File: config.mk
export PLATFORM = sky130hd
export DESIGN_NAME = vidd_ctrl
export DESIGN_NICKNAME = d
export VERILOG_FILES = /design/src/sv/vidd_pkg.sv /design/src/sv/vidd_ctrl.sv
export SDC_FILE = /design/constraint.sdc
export NUM_CORES = 1
export LEC_CHECK = 0
export BUFFER_PORTS_ARGS = -buffer_cell sky130_fd_sc_hd__buf_2
export CORE_ASPECT_RATIO = 1.4
export CORE_MARGIN = 4
export CORE_UTILIZATION = 43
export DETAILED_ROUTE_END_ITERATION = 8
export PLACE_DENSITY = 0.75
export SYNTH_ARGS = -nofsm -noshare
export SYNTH_HDL_FRONTEND = slang
export SYNTH_SLANG_ARGS = --single-unit
File: constraint.sdc
create_clock -name clk -period 4.6 [get_ports clk]
set_input_delay 0.46 -clock clk [delete_from_list [all_inputs] [get_ports clk]]
set_output_delay 0.46 -clock clk [all_outputs]
set_load 0.02 [all_outputs]
File: src/sv/vidd_pkg.sv
package vidd_pkg;

	// table geometry
	localparam int TABLE_DEPTH = 1024;
	localparam int IDX_W       = $clog2(TABLE_DEPTH);
	localparam int CNT_W       = $clog2(TABLE_DEPTH + 1);

	// field widths
	localparam int ATTR_W      = 16;
	localparam int VTX_W       = 10;
	localparam int IN_DATA_W   = 48;
	localparam int OUT_DATA_W  = 64;
	localparam int OUT_USER_W  = 2;

	typedef struct packed {
		logic [ATTR_W-1:0] tex;
		logic [ATTR_W-1:0] nrm;
		logic [ATTR_W-1:0] pos;
	} triple_t;

	// one table entry with the vertex index it was given on append
	typedef struct packed {
		triple_t          ent;
		logic [IDX_W-1:0] idx;
	} slot_t;

	// per-cell load strobes
	typedef struct packed {
		logic rot;
		logic wrap;
		logic load;
	} cell_ctl_t;

	// sequencer to ring
	typedef struct packed {
		logic             rotate;
		logic             append;
		logic [CNT_W-1:0] count;
	} chain_ctl_t;

	typedef enum logic {
		ST_IDLE,
		ST_SEARCH
	} state_t;

endpackage

File: src/sv/vidd_ctrl.sv
module vidd_ctrl (
	input  logic                                clk,
	input  logic                                arst_n,
	input  logic                                in_valid,
	output logic                                in_ready,
	input  logic                                in_start,
	input  vidd_pkg::triple_t                   in_key,
	input  vidd_pkg::slot_t                     head,
	output vidd_pkg::slot_t                     fresh,
	output vidd_pkg::chain_ctl_t                ctl,
	output logic                                out_valid,
	input  logic                                out_ready,
	output logic [vidd_pkg::VTX_W-1:0]          out_vidx,
	output logic                                out_new,
	output logic                                out_full,
	output vidd_pkg::triple_t                   out_key
);

	vidd_pkg::state_t                  state_q, state_d;
	vidd_pkg::triple_t                 key_q;
	logic [vidd_pkg::CNT_W-1:0]        count_q;
	logic [vidd_pkg::CNT_W-1:0]        step_q;
	logic                              accept;
	logic                              hit;
	logic                              miss_done;
	logic                              full;
	logic                              out_free;
	logic                              produce;
	logic                              rotate;
	logic                              append;
	logic [vidd_pkg::VTX_W-1:0]        res_vidx;
	logic                              res_new;
	logic                              res_full;
	vidd_pkg::triple_t                 res_key;
	logic                              out_valid_q;
	logic [vidd_pkg::VTX_W-1:0]        vidx_q;
	logic                              new_q;
	logic                              full_q;
	vidd_pkg::triple_t                 okey_q;

	assign in_ready  = (state_q == vidd_pkg::ST_IDLE);
	assign accept    = in_valid && in_ready;
	assign hit       = (head.ent == key_q);
	assign miss_done = (step_q == count_q);
	assign full      = (count_q == vidd_pkg::CNT_W'(vidd_pkg::TABLE_DEPTH));
	assign out_free  = !out_valid_q || out_ready;

	always_comb begin
		state_d = state_q;
		produce = 1'b0;
		rotate  = 1'b0;
		append  = 1'b0;
		case (state_q)
			vidd_pkg::ST_IDLE: begin
				if (accept) begin
					state_d = vidd_pkg::ST_SEARCH;
				end
			end
			vidd_pkg::ST_SEARCH: begin
				if (miss_done) begin
					if (out_free) begin
						produce = 1'b1;
						append  = !full;
						state_d = vidd_pkg::ST_IDLE;
					end
				end else if (hit) begin
					if (out_free) begin
						produce = 1'b1;
						state_d = vidd_pkg::ST_IDLE;
					end
				end else begin
					rotate = 1'b1;
				end
			end
			default: begin
				state_d = vidd_pkg::ST_IDLE;
			end
		endcase
	end

	// result word for the current search
	always_comb begin
		res_vidx = '0;
		res_new  = 1'b0;
		res_full = 1'b0;
		res_key  = '0;
		if (miss_done) begin
			if (full) begin
				res_full = 1'b1;
			end else begin
				res_vidx = vidd_pkg::VTX_W'(count_q);
				res_new  = 1'b1;
				res_key  = key_q;
			end
		end else begin
			res_vidx = vidd_pkg::VTX_W'(head.idx);
		end
	end

	always_ff @(posedge clk or negedge arst_n) begin
		if (!arst_n) begin
			state_q     <= vidd_pkg::ST_IDLE;
			count_q     <= '0;
			step_q      <= '0;
			out_valid_q <= 1'b0;
		end else begin
			state_q <= state_d;
			if (accept && in_start) begin
				count_q <= '0;
			end else if (append) begin
				count_q <= count_q + 1'b1;
			end
			if (accept) begin
				step_q <= '0;
			end else if (rotate) begin
				step_q <= step_q + 1'b1;
			end
			if (produce) begin
				out_valid_q <= 1'b1;
			end else if (out_ready) begin
				out_valid_q <= 1'b0;
			end
		end
	end

	always_ff @(posedge clk) begin
		if (accept) begin
			key_q <= in_key;
		end
		if (produce) begin
			vidx_q <= res_vidx;
			new_q  <= res_new;
			full_q <= res_full;
			okey_q <= res_key;
		end
	end

	assign fresh.ent  = key_q;
	assign fresh.idx  = count_q[vidd_pkg::IDX_W-1:0];
	assign ctl.rotate = rotate;
	assign ctl.append = append;
	assign ctl.count  = count_q;

	assign out_valid = out_valid_q;
	assign out_vidx  = vidx_q;
	assign out_new   = new_q;
	assign out_full  = full_q;
	assign out_key   = okey_q;

endmodule
Word level (Yosys, flattened, before mapping)
Cells that the tools add are included.
{ "totals": {"latchBits": 0, "romBits": 0, "register_bits": 132, "output_inout_bits": 133, "mem_bits_rw": 0, "mem_count": 0} }
{ "classes": {"n_lt_le_gt_ge": 0, "div_mod_pow": 0, "n_addsub": 2, "multipliers": 0, "reduce_logical": 9, "shifts": 0, "mux": 25, "n_eq_ne": 3, "n_bitwise": 2} }
{ "op_table": {"columns": ["cell", "count"], "rows": [
  ["$eq A48 B48 Y1", 1],
  ["$mux W11", 4],
  ["$add A11 B1 Y11 const B", 2],
  ["$mux W10", 2],
  ["$mux W1", 18],
  ["$eq A11 B11 Y1", 1],
  ["$eq A11 B11 Y1 const B", 1],
  ["$reduce_bool A2 Y1", 3],
  ["$logic_and A1 B1 Y1", 2],
  ["$logic_not A1 Y1", 2],
  ["$not A1 Y1", 2],
  ["$pmux W1 S2", 1],
  ["$reduce_or A2 Y1", 1],
  ["$logic_or A1 B1 Y1", 1]
]} }

Longest topological paths before layout
{ "logic_depth": {"word_depth": 7, "mapped_depth": 8, "mapped_depth_nobuf": 7} }

Least setup slack after synthesis
OpenSTA, ideal clock, no wires.
{ "synth_path": {"path_kind": "reg2reg", "from": "reg count_q[3] (netlist name)", "to": "reg full_q (netlist: out_full), enable pin", "path_slack_ns": -0.060, "setup_time_ns": 0.480, "stages_incl_launch_ff": 8, "required_ns": 4.120, "arrival_time_ns": 4.180, "path_cell_list": "dfrtp_1 -> buf_2 -> xor2_1 -> nor4_2 -> and4_1 -> a31oi_1 -> clkbuf_1 -> nor2_1"} }
{ "synth_via": {"elab_chain_len": 3} }
{ "synth_lines": {"columns": ["item", "line", "rtl"], "rows": [
  ["from (decl)", "vidd_ctrl.sv:21", "logic [vidd_pkg::CNT_W-1:0] count_q;"],
  ["from (signal assigned)", "vidd_ctrl.sv:111", "count_q <= count_q + 1'b1;"],
  ["$eq A11 B11 Y1", "vidd_ctrl.sv:44", "assign miss_done = (step_q == count_q);"],
  ["$mux W1", "vidd_ctrl.sv:60", "if (miss_done) begin"],
  ["$mux W1", "vidd_ctrl.sv:53", "case (state_q)"],
  ["net produce", "vidd_ctrl.sv:28", "logic produce;"],
  ["to (signal assigned)", "vidd_ctrl.sv:133", "full_q <= res_full;"],
  ["to (decl)", "vidd_ctrl.sv:38", "logic full_q;"]
]} }
The timed path passes the listed nets, and every way through them passes these cells.
A chain may end at the register's enable or synchronous reset.

==> results.sh <==
export IMPL_boundaryPins=244
export IMPL_ys_types=41
export IMPL_startpoint_type="flop"
export IMPL_grt_pass1_wl_mm=24.70
export IMPL_coreArea_um2=13330
export IMPL_crit_path_end_kind="output port"
export IMPL_syn_area_per_cell_um2=13.54
export IMPL_gp_congestion=0.8541
export IMPL_drive_gt1_share_pct=43.03
export IMPL_vias=4403
export IMPL_ir_drop_mv=0.2804
export IMPL_hpwl_mm=11.54
export IMPL_ant_nets=0
export IMPL_relSlewSlack_pct=39.74
export IMPL_drt_iter0_drc=241
export IMPL_crit_fanout=21
export IMPL_p_per_area_nw_per_um2=417.3
export IMPL_critPathKind="flop to output port"
export IMPL_whs_ps=36.61
export IMPL_grtUsageMet1_pct=24.09
export IMPL_hold_viol=0
export IMPL_grt_pass1_vias=4578
export IMPL_dr_pass1_iters=4
export IMPL_cts_root_buf="clkbuf_16"
export IMPL_die_area_um2=15520
export IMPL_finalCriticalPeriod_ps=3795
export IMPL_drv_cap=0
export IMPL_num_antenna_cells=0
export IMPL_grt_usage_pct=20.55
export IMPL_synth_area_leaders="edfxtp_1 (56%), dfrtp_1 (10%), xnor2_1 (8.1%)"
export IMPL_clk_latency_ps=410
export IMPL_setup_viol_count_final=0
export IMPL_syn_nets=545
export IMPL_grt_overflow=0
export IMPL_synth_top_area_share_pct=55.59
export IMPL_area_growth_pct=32.25
export IMPL_post_route_period_util_pct=82.49
export IMPL_use_met3_pct=4.971
export IMPL_path_clk_slew_ps=60
export IMPL_netlist_area_um2=5834
export IMPL_wl_mm=15.93
export IMPL_busiest_layer="met2"
export IMPL_rows=50
export IMPL_die_height_um=145.8
export IMPL_rsz0062_at_grt="no"
export IMPL_cts_hold_buffers=0
export IMPL_cts_inserted_buffers=17
export IMPL_tightest_slew_ps=901.3
export IMPL_syn_instance_count=431
export IMPL_drc=0
export IMPL_cts_resized=0
export IMPL_p_leak_nw=3.309
export IMPL_yosysTopAreaCell="edfxtp_1"
export IMPL_critical_path_arrival_ps=3330
export IMPL_status="finished, final reports clean"
export IMPL_fin_setup_tns_ps=0
export IMPL_seq_area_frac_synth_pct=65.88
export IMPL_viasPerCell=5.144
export IMPL_critPathRequiredTime_ps=4140
export IMPL_antenna_found_initial=0
export IMPL_die_x_um=106.4
export IMPL_grt_max_degree=62
export IMPL_wire_per_inst_um=18.61
export IMPL_cts_sinks=132
export IMPL_grtUsageMet2_pct=36.71
export IMPL_post_cts_buffers=0
export IMPL_ys_ff_latch=132
export IMPL_cts_tree="done"
export IMPL_min_path_type="primary input to async pin"
export IMPL_nets=775
export IMPL_port_buffers=243
export IMPL_max_freq_ghz=0.2635
export IMPL_maxSlewViolCount=0
export IMPL_yosysWarningCount=0
export IMPL_htreeDepth=4
export IMPL_cts_buffer_depth=2
export IMPL_floorplan_initialDensity_pct=43.78
export IMPL_skew_ps=9.904
==> per-stage QoR <==
stage | instances | utilization, % | setup slack (ps) | instance area, um2 | total power, mW
after floorplan | 431 | - | 956.9 | 5837 | 1.802
after global placement | 824 | 53.65 | 1403 | 7149 | 1.934
after detailed placement | 824 | 53.65 | 1308 | 7149 | 1.956
after CTS | 856 | 57.91 | 835.6 | 7716 | 3.251
after global routing | 856 | 57.91 | 595.0 | 7716 | 3.373
final | 856 | 57.91 | 805.3 | 7716 | 3.220
==> critical path: stages, from the launching register on <==
cell and delay (ps):
dfrtp_1 500, xor2_1 220, nor4_2 310, nand4_1 750, nor3_1 850, buf_2 290
==> sequential cells by signal, summed over array words and instances (netlist names) <==
signal / count
count_q: 11
fresh: 48
out_full: 1
out_key: 48
out_new: 1
out_valid: 1
out_vidx: 10
state_q: 1
step_q: 11
==> synth_stat cells <==
library cell and instances:
a31o_2 1, buf_2 3, nor4_2 1, mux2i_1 1
inv_1 5, and2_1 2, nand3b_1 1, ha_1 3
a21oi_1 9, nand3_1 6, nand4_1 15, or3_1 3
xnor2_1 54, nor4_1 8, clkbuf_1 22, or4_1 1
nor2b_1 2, nand2b_1 2, a21bo_2 1, a21o_1 1
o22a_1 1, a32o_1 1, a31oi_1 1, buf_4 12
o21ai_0 7, o31ai_1 2, nor3_1 3, xor2_1 11
dfrtp_1 24, nand2_1 21, a211o_1 5, a41o_1 2
nor2_1 17, and4b_1 6, and3_1 56, nor4b_1 1
a32oi_1 2, nand4b_1 1, edfxtp_1 108, mux2_2 7
and4_1 2
==> cells in the final DEF (no fill, tap or decap), types with 2 or more instances in the layout <==
master	count
buf_2	243
edfxtp_1	108
and3_1	56
xnor2_1	54
dfrtp_1	24
nand2_1	21
clkbuf_16	17
nor2_1	16
nand4_1	15
xor2_1	11
a21oi_1	9
nor4_1	8
mux2_2	7
o21ai_0	7
nand3_1	6
and4b_1	6
inv_1	5
a211o_1	5
clkinvlp_4	5
buf_4	5
nor3_1	3
or3_1	3
ha_1	3
clkinv_2	3
clkinv_1	3
and4_1	2
o31ai_1	2
nand2b_1	2
and2_1	2
a41o_1	2
a32oi_1	2
clkinv_4	2
bufinv_16	2
==> area by class of cell <==
type                            instances  area, um2
Clock inverter                         15      141.4
Sequential cell                       132       3844
Timing Repair Buffer                  248       1254
Inverter                                5      18.77
Multi-Input combinational cell        257       1805
Clock buffer                           17      425.4
Tap cell                              182      227.7
Fill cell                            1101       5609
==> cells by family after synthesis <==
| family | Yosys count | share of synthesized area, % |
|---|---|---|
| adder cells (fa/ha/maj) | 3 | 0.6434 |
| AO/OA/AOI/OAI | 33 | 3.903 |
| XOR/XNOR | 65 | 9.758 |
| multiplexers | 8 | 1.523 |
| flip-flops | 132 | 65.88 |
| AND/OR/NAND/NOR | 148 | 14.75 |
| buffers and inverters | 42 | 3.539 |
==> routing by layer <==
layer  routed length [um]  vias to the layer above  part of all wire, %
met5                    0                        -                    0
met4                  325                        0                  2.0
met3                 1087                       29                  6.8
met2                 8545                      216                   54
met1                 5967                     2109                   37
li1                     -                     2049                    -
==> final timing paths <==
path	start	endpoint	slack, ps	cells after the start
worst max-delay path	count_q[3]	ctl[11]	810	5
max in group asynchronous	arst_n	step_q[0]	4180	1
worst min-delay path	arst_n	count_q[1]	40	1
min in group clk	in_key[8]	fresh[18]	220	1
worst max register to register	count_q[3]	count_q[5]	1340	6
worst min register to register	out_valid	out_valid	530	2
==> where the power goes <==
part	switching (mW)	internal (mW)	total [mW]
clock	0.497	0.788	1.29
sequential	0.113	1.38	1.50
combinational	0.232	0.206	0.438
total	0.842	2.38	3.22
No activity file was read; power rests on OpenSTA's default activity.
