`src/sv/vidd_pkg.sv`:
```
package vidd_pkg;

	// table geometry
	localparam int TABLE_DEPTH = 1024;
	localparam int IDX_W       = $clog2(TABLE_DEPTH);
	localparam int CNT_W       = $clog2(TABLE_DEPTH + 1);

	// field widths
	localparam int ATTR_W      = 16;
	localparam int VTX_W       = 10;
	localparam int IN_DATA_W   = 48;
	localparam int OUT_DATA_W  = 64;
	localparam int OUT_USER_W  = 2;

	typedef struct packed {
		logic [ATTR_W-1:0] tex;
		logic [ATTR_W-1:0] nrm;
		logic [ATTR_W-1:0] pos;
	} triple_t;

	// one table entry with the vertex index it was given on append
	typedef struct packed {
		triple_t          ent;
		logic [IDX_W-1:0] idx;
	} slot_t;

	// per-cell load strobes
	typedef struct packed {
		logic rot;
		logic wrap;
		logic load;
	} cell_ctl_t;

	// sequencer to ring
	typedef struct packed {
		logic             rotate;
		logic             append;
		logic [CNT_W-1:0] count;
	} chain_ctl_t;

	typedef enum logic {
		ST_IDLE,
		ST_SEARCH
	} state_t;

endpackage

```
`src/sv/vidd_cell.sv`:
```
module vidd_cell (
	input  logic                clk,
	input  vidd_pkg::cell_ctl_t ctl,
	input  vidd_pkg::slot_t     nbr,
	input  vidd_pkg::slot_t     head,
	input  vidd_pkg::slot_t     fresh,
	output vidd_pkg::slot_t     slot_q
);

	// append wins, then wrap-around from the head, then shift from the neighbor
	always_ff @(posedge clk) begin
		if (ctl.load) begin
			slot_q <= fresh;
		end else if (ctl.wrap) begin
			slot_q <= head;
		end else if (ctl.rot) begin
			slot_q <= nbr;
		end
	end

endmodule

```
`config.mk`:
```
export PLATFORM = sky130hd
export DESIGN_NAME = vidd_cell
export DESIGN_NICKNAME = d
export VERILOG_FILES = /design/src/sv/vidd_pkg.sv /design/src/sv/vidd_cell.sv
export SDC_FILE = /design/constraint.sdc
export NUM_CORES = 1
export LEC_CHECK = 0
export ABC_AREA = 1
export BUFFER_PORTS_ARGS = -buffer_cell sky130_fd_sc_hd__buf_2
export CORE_AREA = 2 2 91 93
export CTS_CLUSTER_DIAMETER = 50
export DETAILED_ROUTE_END_ITERATION = 16
export DIE_AREA = 0 0 93 95
export GPL_ROUTABILITY_DRIVEN = 0
export PLACE_DENSITY = 0.92
export SETUP_SLACK_MARGIN = 0.2
export SYNTH_ARGS = -nofsm -noshare
export SYNTH_HDL_FRONTEND = slang
export SYNTH_SLANG_ARGS = --single-unit
```
`constraint.sdc`:
```
create_clock -name clk -period 6.48 [get_ports clk]
set_clock_uncertainty 0.1 [all_clocks]
set_input_delay 0.972 -clock clk [delete_from_list [all_inputs] [get_ports clk]]
set_output_delay 0.972 -clock clk [all_outputs]
set_load 0.03 [all_outputs]
```
; ---- Word-level counts from Yosys, hierarchy flattened
; Index checks and enable logic that the tools add are counted.
[word_totals]
elab_cells = 8
in_bits = 178
regBits = 58
out_inout_bits = 58
[op_classes]
n_reduce_logical = 1
mux = 3
[ops]
columns = op, count
row1 = 58-bit 2-to-1 mux, 3
row2 = 3-bit nonzero test, 1

; ---- Logic depth before layout (Yosys ltp)
; Gate-level depths: netlist of the first run.
[depth]
ltp_word = 3
depth_mapped = 7
ltp_nobuf = 4

; ---- Worst setup path after synthesis of the first run
; Ideal clock, no wire load.
[synth_timing]
kind = input -> register
from = in ctl[0] (netlist bit)
to = reg slot_q[0] (netlist bit) (enable)
path_buffers = 3
setup_time_ns = 0.417
t_arrival_ns = 2.663
required_ns = 5.963
slack_ns = 3.300
path_stages = 5
path_cell_list = buf_2 -> inv_2 -> buf_4 -> buf_6 -> nand2_1
[synth_between]
elab_chain_len = 1
[synth_lines]
columns = item, line
row1 = from (decl), vidd_cell.sv:3  ; input vidd_pkg::cell_ctl_t ctl,
row2 = 3-bit nonzero test (no source line), --
row3 = to (signal assigned), vidd_cell.sv:13  ; slot_q <= fresh;
row4 = to (signal assigned), vidd_cell.sv:17  ; slot_q <= nbr;
row5 = to (decl), vidd_cell.sv:7  ; output vidd_pkg::slot_t slot_q
; Every way passes these cells.
; A chain may end at the register's enable or synchronous reset.

; ---- Final worst setup path of the first run
[layout_timing]
from = in ctl[0] (netlist bit)
to = reg slot_q[40] (netlist bit) (enable)
; Same word-level chain as after synthesis.

==> impl_results.md, run 1 <==
* Status: complete, no violations
* Number of flip-flops in the largest register at 58
* Pleak at 3.009 nW
* RSZ-0062 raised after global routing: no
* Switching share of power at 0.3212
* Largest net degree at the start of global routing at 61
* Ant. Diodes at 0
* Setup crit start kind: input port
* Drc violations at 0
* Final instance area at 0.004832 mm²
* Crit Path Max Fanout at 59
* Slew HR at 0.2864
* P per Cell Area at 211.8 mW/mm²
* Post-Synthesis Net Count at 672
* Logic pwr share at 0.276
* 1st-iter DRT viols at 80
* Commonest cells after routing, fill and taps aside: 235 x buf_2, 232 x nand2_1, 116 x inv_1
* Syn Std Cell Area at 0.003518 mm²
* Gate Count Post-Synth at 494
* CTS Hold Bufs at 0
* Post-synthesis xor/xnor area fraction at 0
* Fraction of layout cells with a size suffix above 1 at 0.3495
* Most common cell after layout, fill and taps aside: buf_2
* Yosys top cell by area: edfxtp_1
* Area Growth Syn to Fin at 37.34%
* Layout Cells excl Fill at 826
* Seq/Total Area, Yosys at 0.4950
* Fin crit share at 0.5247
* Hold Crit Start: fresh[55]
* Mapped Avg Cell Area at 7.122 µm²
* Post-Place Cell Area at 0.004678 mm²
* DIE AREA at 0.008835 mm²
* Number of global-route vias before repair at 3,288
* Most flops, register: slot_q
* Biggest regs: slot_q: 58 flops
* DP HPWL at 6995 µm
* Synth top area cells: edfxtp_1 50%, nand2_1 25%, inv_1 12%, nand3_1 8.3%, buf_2 2.1%
* Postcts setup bufs at 0
* Hold path cells at 3
* I/O pin count at 236
* Clock power share at 0.262
* First-pass detailed-route iteration total at 4
* DRT antenna net count at 0
* Crit path arrival time at 3.27 ns
* Post-Synth Simple-Gate Area at 0.3321
* Vias at 3,668
* Die X at 93 µm
* Pint at 0.6948 mW
* First-pass GRT wire length at 14,480 µm
* Maximum root-to-sink buffer count at 2
* Placed cell count at 810
* Initial antenna violation count at 0
* Req. time, crit path at 6.35 ns
* Fmax at 0.2941 GHz
* CTS tree: yes
* Top-area cell type share of the netlist area at 0.4950
* Distinct cells, synth at 10
* Sink Count at 58
* Adder-cell share of the synthesized area at 0
* Critical Path Sink Type: flop
* Root buffer cell: clkbuf_8
* Compound-cell area share of the yosys netlist at 0
* Peak supply drop at 112.8 µV
* Crit Path Class: input port to flop
* Psw at 0.3288 mW
* Initial Utilization at 0.4438
* Yosys reg bits at 58
* Worst Hold End: slot_q[55]
* Fin Setup TNS at 0 ns
* Hold Path Class: input port to flop
* TritonCTS Buffers at 9
* Final net count at 894
* Core footprint at 0.007928 mm²
* Synth warnings at 0
* Congestion Overflow GR at 0
* WL final at 9454 µm
* Worst-path clk slew at 0.06 ns
* Final critical-path required period at 3.400 ns
* Largest family of logic cells by synthesized area: simple AND/OR/NAND/NOR gates
* Total track usage at 0.2121
* Vias per cell at 4.441
* WL/cell at 11.45 µm
* Final Hold Fails at 0
* Max-cap viol count at 0
* Row count at 33
* Die H at 95 µm
* Sequential Power Share at 0.462
* Pins Over Slew Limit at 0
* Resize count post-CTS at 0
* Mux contribution to synthesized area at 0
* Worst Max-Slew Pin Slew at 1.070 ns
* H-tree Lvls at 3
* Final hold slack at 0.8202 ns
* IO buf count at 235
* Power, Total at 1.024 mW
* Final setup fails at 0
==> cell families (layout without fill, tap and decap cells) <==
family                 Yosys count  in the layout
and+or+nand+nor                292            292
buffers and inverters          144            371
DFF                             58             58
==> critical path, cell delays in order <==
cell	delay, ns
buf_2	0.07
buf_4	0.49
inv_2	0.55
nand2_2	0.62
buf_4	0.50
==> cell type report <==
class | instances | area [µm²]
clock inverter | 4 | 18.77
fill | 752 | 3095
clock buffer | 12 | 135.1
multi-input combinational | 292 | 1171
tap | 105 | 131.4
inverter | 118 | 442.9
sequential | 58 | 1742
timing repair buffer | 237 | 1191
==> routing by layer <==
metal,wire length [µm],global-route usage,vias to the layer above,share of wire
met1,3600,0.2320,1566,0.38
li1,-,-,1901,-
met2,4774,0.3804,177,0.50
met5,0,0,-,0
met4,251,0.1005,0,0.027
met3,827,0.05986,24,0.087
==> cells in the mapped netlist <==
cell	n
buf_4	3
buf_2	15
edfxtp_1	58
nor2_1	1
nand2_1	233
buf_6	5
nand3_1	58
inv_2	2
inv_1	116
clkbuf_1	3
==> power by group through the flow <==
stage	logic (mW)	registers, mW	clock network, mW
2_1_floorplan	0.0847	0.574	0
3_5_place_dp	0.284	0.481	0
5_1_grt	0.308	0.476	0.296
6_report	0.283	0.473	0.268
4_1_cts	0.285	0.473	0.277
3_3_place_gp	0.278	0.479	0
==> per-stage QoR <==
stage               utilization  setup WS [ns]
floorplan                     -          3.300
global placement         0.5901          2.805
detailed placement       0.5901          2.734
CTS                      0.6095          3.051
global route             0.6095          2.859
finish                   0.6095          3.080
==> worst max-delay path by stage <==
stage | start | endpoint
global route | ctl[0] | slot_q[40]
finish | ctl[0] | slot_q[40]
detailed placement | ctl[0] | slot_q[35]
floorplan | ctl[0] | slot_q[0]
global placement | ctl[0] | slot_q[35]
CTS | ctl[0] | slot_q[35]
Note: power is estimated with default switching activity, not from simulation.
==> run 2, diff against run 1 <==
Settings changed: CORE_AREA 2 2 91 93 to default, CORE_ASPECT_RATIO from default to 1.5, CORE_UTILIZATION from default to 38, DIE_AREA 0 0 93 95 to default, PLACE_DENSITY 0.92 to 0.84.
Clock period 6.48 ns to 3.07 ns, I/O delays scaled along.
==> impl_results.md, run 2 (synthesis results as in run 1) <==
* Initial Utilization at 0.3962
* Total track usage at 0.2190
* Fmax at 0.6211 GHz
* Final Hold Fails at 0
* Critical Path Sink: slot_q[19]
* Root buffer cell: clkbuf_16
* Vias at 3,748
* P per Cell Area at 508.5 mW/mm²
* Power, Total at 2.546 mW
* Core footprint at 0.008881 mm²
* DP HPWL at 7487 µm
* Commonest cells after routing, fill and taps aside: 235 x buf_2, 232 x nand2_1, 116 x inv_1
* Biggest regs: slot_q: 58 flops
* Req. time, crit path at 3.03 ns
* Sink Count at 58
* Resize count post-CTS at 0
* Vias per cell at 4.489
* I/O pin count at 236
* Post-Place Cell Area at 0.004727 mm²
* CP bufs+invs at 3
* Pins Over Slew Limit at 0
* Number of global-route vias before repair at 3,656
* Final hold slack at 0.3065 ns
* Largest net degree at the start of global routing at 59
* Crit Path Max Fanout at 30
* Peak supply drop at 294.6 µV
* Die X at 80.57 µm
* Fin crit share at 0.5244
* Crit path from: ctl[1]
* First-pass detailed-route iteration total at 5
* Die H at 119.9 µm
* Number of cells on the critical path at 6
* DIE AREA at 0.009656 mm²
* First-pass GRT wire length at 15,960 µm
* Status: complete, no violations
* Slew HR at 0.5686
* DRT antenna net count at 0
* WL/cell at 12.29 µm
* IO buf count at 235
* Most common cell on crit path: nand2_1
* Layout Cells excl Fill at 835
* Pleak at 3.086 nW
* Final critical-path required period at 1.610 ns
* Placed cell count at 819
* H-tree Lvls at 3
* Critical Path Sink Type: flop
* CP top delay family: buffers and inverters
* Drc violations at 0
* Cells along the critical path: buf_2, inv_2, buf_12, nand2_1, nand3_1, nand2_1
* Crit path arrival time at 1.57 ns
* Hold Path Class: input port to flop
* Most common cell after layout, fill and taps aside: buf_2
* Fin Setup TNS at 0 ns
* Worst-path clk slew at 0.05 ns
* Max-cap viol count at 0
* Ant. Diodes at 0
* Final net count at 898
* Slowest cell delay on critical path at 0.44 ns
* 1st-iter DRT viols at 180
* CTS Hold Bufs at 0
* Crit-path slowest cell: inv_2
* Congestion Overflow GR at 0
* Fraction of layout cells with a size suffix above 1 at 0.3517
* Worst Max-Slew Pin Slew at 0.6472 ns
* Setup crit start kind: input port
* TritonCTS Buffers at 9
* Most flops, register: slot_q
* Area Growth Syn to Fin at 42.28%
* Number of flip-flops in the largest register at 58
* Row count at 42
* Final instance area at 0.005006 mm²
* Initial antenna violation count at 0
* CTS tree: yes
* Postcts setup bufs at 0
* Fill cell instance count of the final layout at 830
* Reg area at 0.001742 mm²
* Maximum root-to-sink buffer count at 2
* Hold Crit Start: fresh[52]
* Crit Path Class: input port to flop
* Area of the multi-input gates at 0.001171 mm²
* WL final at 10,260 µm
* Final setup fails at 0
* RSZ-0062 raised after global routing: no
==> run 2: cell count changes in the layout (fill, tap and decap cells not counted) <==
cell       previous run  this run
clkbuf_16             0         9
clkbuf_8              9         0
buf_4                 2         5
clkinv_2              3         1
buf_12                0         1
bufinv_16             0         1
clkinv_1              1         2
==> run 2: worst min-delay path by stage <==
stage,slack [ns],endpoint,depth (start not counted)
floorplan,0.54,slot_q[55],2
CTS,0.29,slot_q[52],3
global placement,0.63,slot_q[23],3
global route,0.31,slot_q[11],3
detailed placement,0.63,slot_q[7],3
finish,0.31,slot_q[52],3
==> run 2: layout make-up <==
cell class              instances  share of cell area
multi-input cells             292              0.2339
well taps                     110             0.02749
inverters                     118             0.08848
clock buffers                  12             0.04724
clock inverters                 4            0.008498
flip-flops and latches         58              0.3479
repair buffers                241              0.2464
==> run 2: per-layer routing <==
layer  global-route usage  wire length, µm  vias up
met5                    0                0        -
met4               0.1283              447        0
met3              0.06464              832       36
met2               0.3914             5312      166
met1               0.2170             3667     1633
li1                     -                -     1913
==> run 2: power by group <==
group | leakage [nW] | internal, mW | total [mW] | switching, mW
clock | 0.136 | 0.620 | 0.944 | 0.324
sequential | 0.609 | 0.979 | 0.999 | 0.0200
combinational | 2.34 | 0.206 | 0.603 | 0.396
==> run 2: metrics by stage <==
step                        util  setup WS, ns
after floorplan                -        0.4011
after global placement    0.5323         1.148
after detailed placement  0.5323         1.118
after CTS                 0.5637         1.450
after global routing      0.5637         1.329
final                     0.5637         1.460
==> run 3, diff against run 2 <==
Settings changed: CORE_UTILIZATION 38 to 42, PLACE_DENSITY 0.84 to 0.88.
Clock period 3.07 ns to 1.7 ns, I/O delays scaled along.
==> impl_results.md, run 3 (synthesis results as in run 1) <==
* IO buf count at 235
* Final net count at 904
* First-pass detailed-route iteration total at 5
* Setup crit start kind: flop
* Resize count post-CTS at 0
* Die H at 114.1 µm
* Final worst setup slack at 0.4466 ns
* Postcts setup bufs at 0
* P per Cell Area at 875.5 mW/mm²
* Slowest cell delay on critical path at 0.39 ns
* Ant. Diodes at 0
* Initial antenna violation count at 0
* WL final at 9940 µm
* Switching share of power at 0.2949
* Final Hold Fails at 0
* Number of global-route vias before repair at 3,614
* RSZ-0062 raised after global routing: no
* Fraction of layout cells with a size suffix above 1 at 0.3616
* Pint at 3.116 mW
* Core footprint at 0.008058 mm²
* Commonest cells after routing, fill and taps aside: 235 x buf_2, 232 x nand2_1, 116 x inv_1
* Max-cap viol count at 0
* Fin crit share at 0.7373
* Sink Count at 58
* Hold Path Class: input port to flop
* Initial Utilization at 0.4366
* Die X at 76.73 µm
* Psw at 1.303 mW
* Final critical-path required period at 1.253 ns
* Most flops, register: slot_q
* Biggest regs: slot_q: 58 flops
* Critical Path Sink Type: output pin
* Worst Max-Slew Pin Slew at 0.3617 ns
* 1st-iter DRT viols at 224
* Congestion Overflow GR at 0
* Fin Setup TNS at 0 ns
* First-pass GRT wire length at 15,640 µm
* DRT antenna net count at 0
* Placed cell count at 820
* CP top delay family: flip-flops
* Largest net degree at the start of global routing at 59
* Final setup fails at 0
* Pleak at 3.114 nW
* Vias per cell at 4.589
* Maximum root-to-sink buffer count at 2
* Pins Over Slew Limit at 0
* Crit-path slowest cell: edfxtp_1
* Crit path from: slot_q[31]
* Logic pwr share at 0.251
* DP HPWL at 7809 µm
* Total track usage at 0.2303
* Crit Path Max Fanout at 1
* Layout Cells excl Fill at 835
* Most common cell after layout, fill and taps aside: buf_2
* CP bufs+invs at 1
* Slew HR at 0.7589
* Peak supply drop at 498.6 µV
* WL/cell at 11.90 µm
* H-tree Lvls at 3
* Number of flip-flops in the largest register at 58
* Clock power share at 0.338
* Root buffer cell: clkbuf_16
* TritonCTS Buffers at 9
* Hold Crit Start: fresh[37]
* Area Growth Syn to Fin at 43.46%
* Sequential Power Share at 0.411
* DP Worst Slack at 0.3478 ns
* CTS tree: yes
* Drc violations at 0
* Crit path arrival time at 0.90 ns
* Fmax at 0.7978 GHz
* DIE AREA at 0.008755 mm²
* Fill cell instance count of the final layout at 704
* CTS Hold Bufs at 0
* Cells along the critical path: buf_2
* Req. time, crit path at 1.34 ns
* Crit Path Class: flop to output pin
* I/O pin count at 236
* Status: complete, no violations
* Row count at 40
* Worst-path clk slew at 0.05 ns
* Vias at 3,832
==> run 3: layout make-up <==
| type | instances | area (µm²) | area share |
|---|---|---|---|
| Tap cell | 105 | 131.4 | 0.02603 |
| Clock inverter | 4 | 20.02 | 0.003966 |
| Timing Repair Buffer | 247 | 1291 | 0.2558 |
| Clock buffer | 11 | 232.7 | 0.04611 |
| Sequential cell | 58 | 1742 | 0.3451 |
| Multi-Input combinational cell | 292 | 1187 | 0.2353 |
| Inverter | 118 | 442.9 | 0.08775 |
==> run 3: worst paths after layout <==
path    endpoint  slack [ns]  cells past startpoint
min   slot_q[37]        0.11                      3
max   slot_q[31]        0.45                      1
==> run 3: through the flow <==
| stage | utilization | hold WS, ns | power [mW] | instance area (µm²) |
|---|---|---|---|---|
| floorplan | - | 0.3367 | 2.514 | 3537 |
| global placement | 0.5950 | 0.4306 | 2.924 | 4795 |
| detailed placement | 0.5950 | 0.4283 | 2.952 | 4795 |
| CTS | 0.6264 | 0.1020 | 4.456 | 5047 |
| global route | 0.6264 | 0.1109 | 4.632 | 5047 |
| finish | 0.6264 | 0.1134 | 4.419 | 5047 |
==> run 3: power groups by stage <==
stage	Sequential [mW]	Clock [mW]	Combinational [mW]
finish	1.82	1.49	1.11
global route	1.83	1.60	1.20
CTS	1.82	1.52	1.11
detailed placement	1.84	0	1.11
global placement	1.84	0	1.09
floorplan	2.19	0	0.328
==> run 3: routing by layer <==
metal  track usage  up-vias  part of all wire
met5             0        -                 0
met4        0.1244        0             0.036
met3       0.05896       33             0.073
met2        0.4280      195              0.53
met1        0.2327     1678              0.36
li1              -     1926                 -
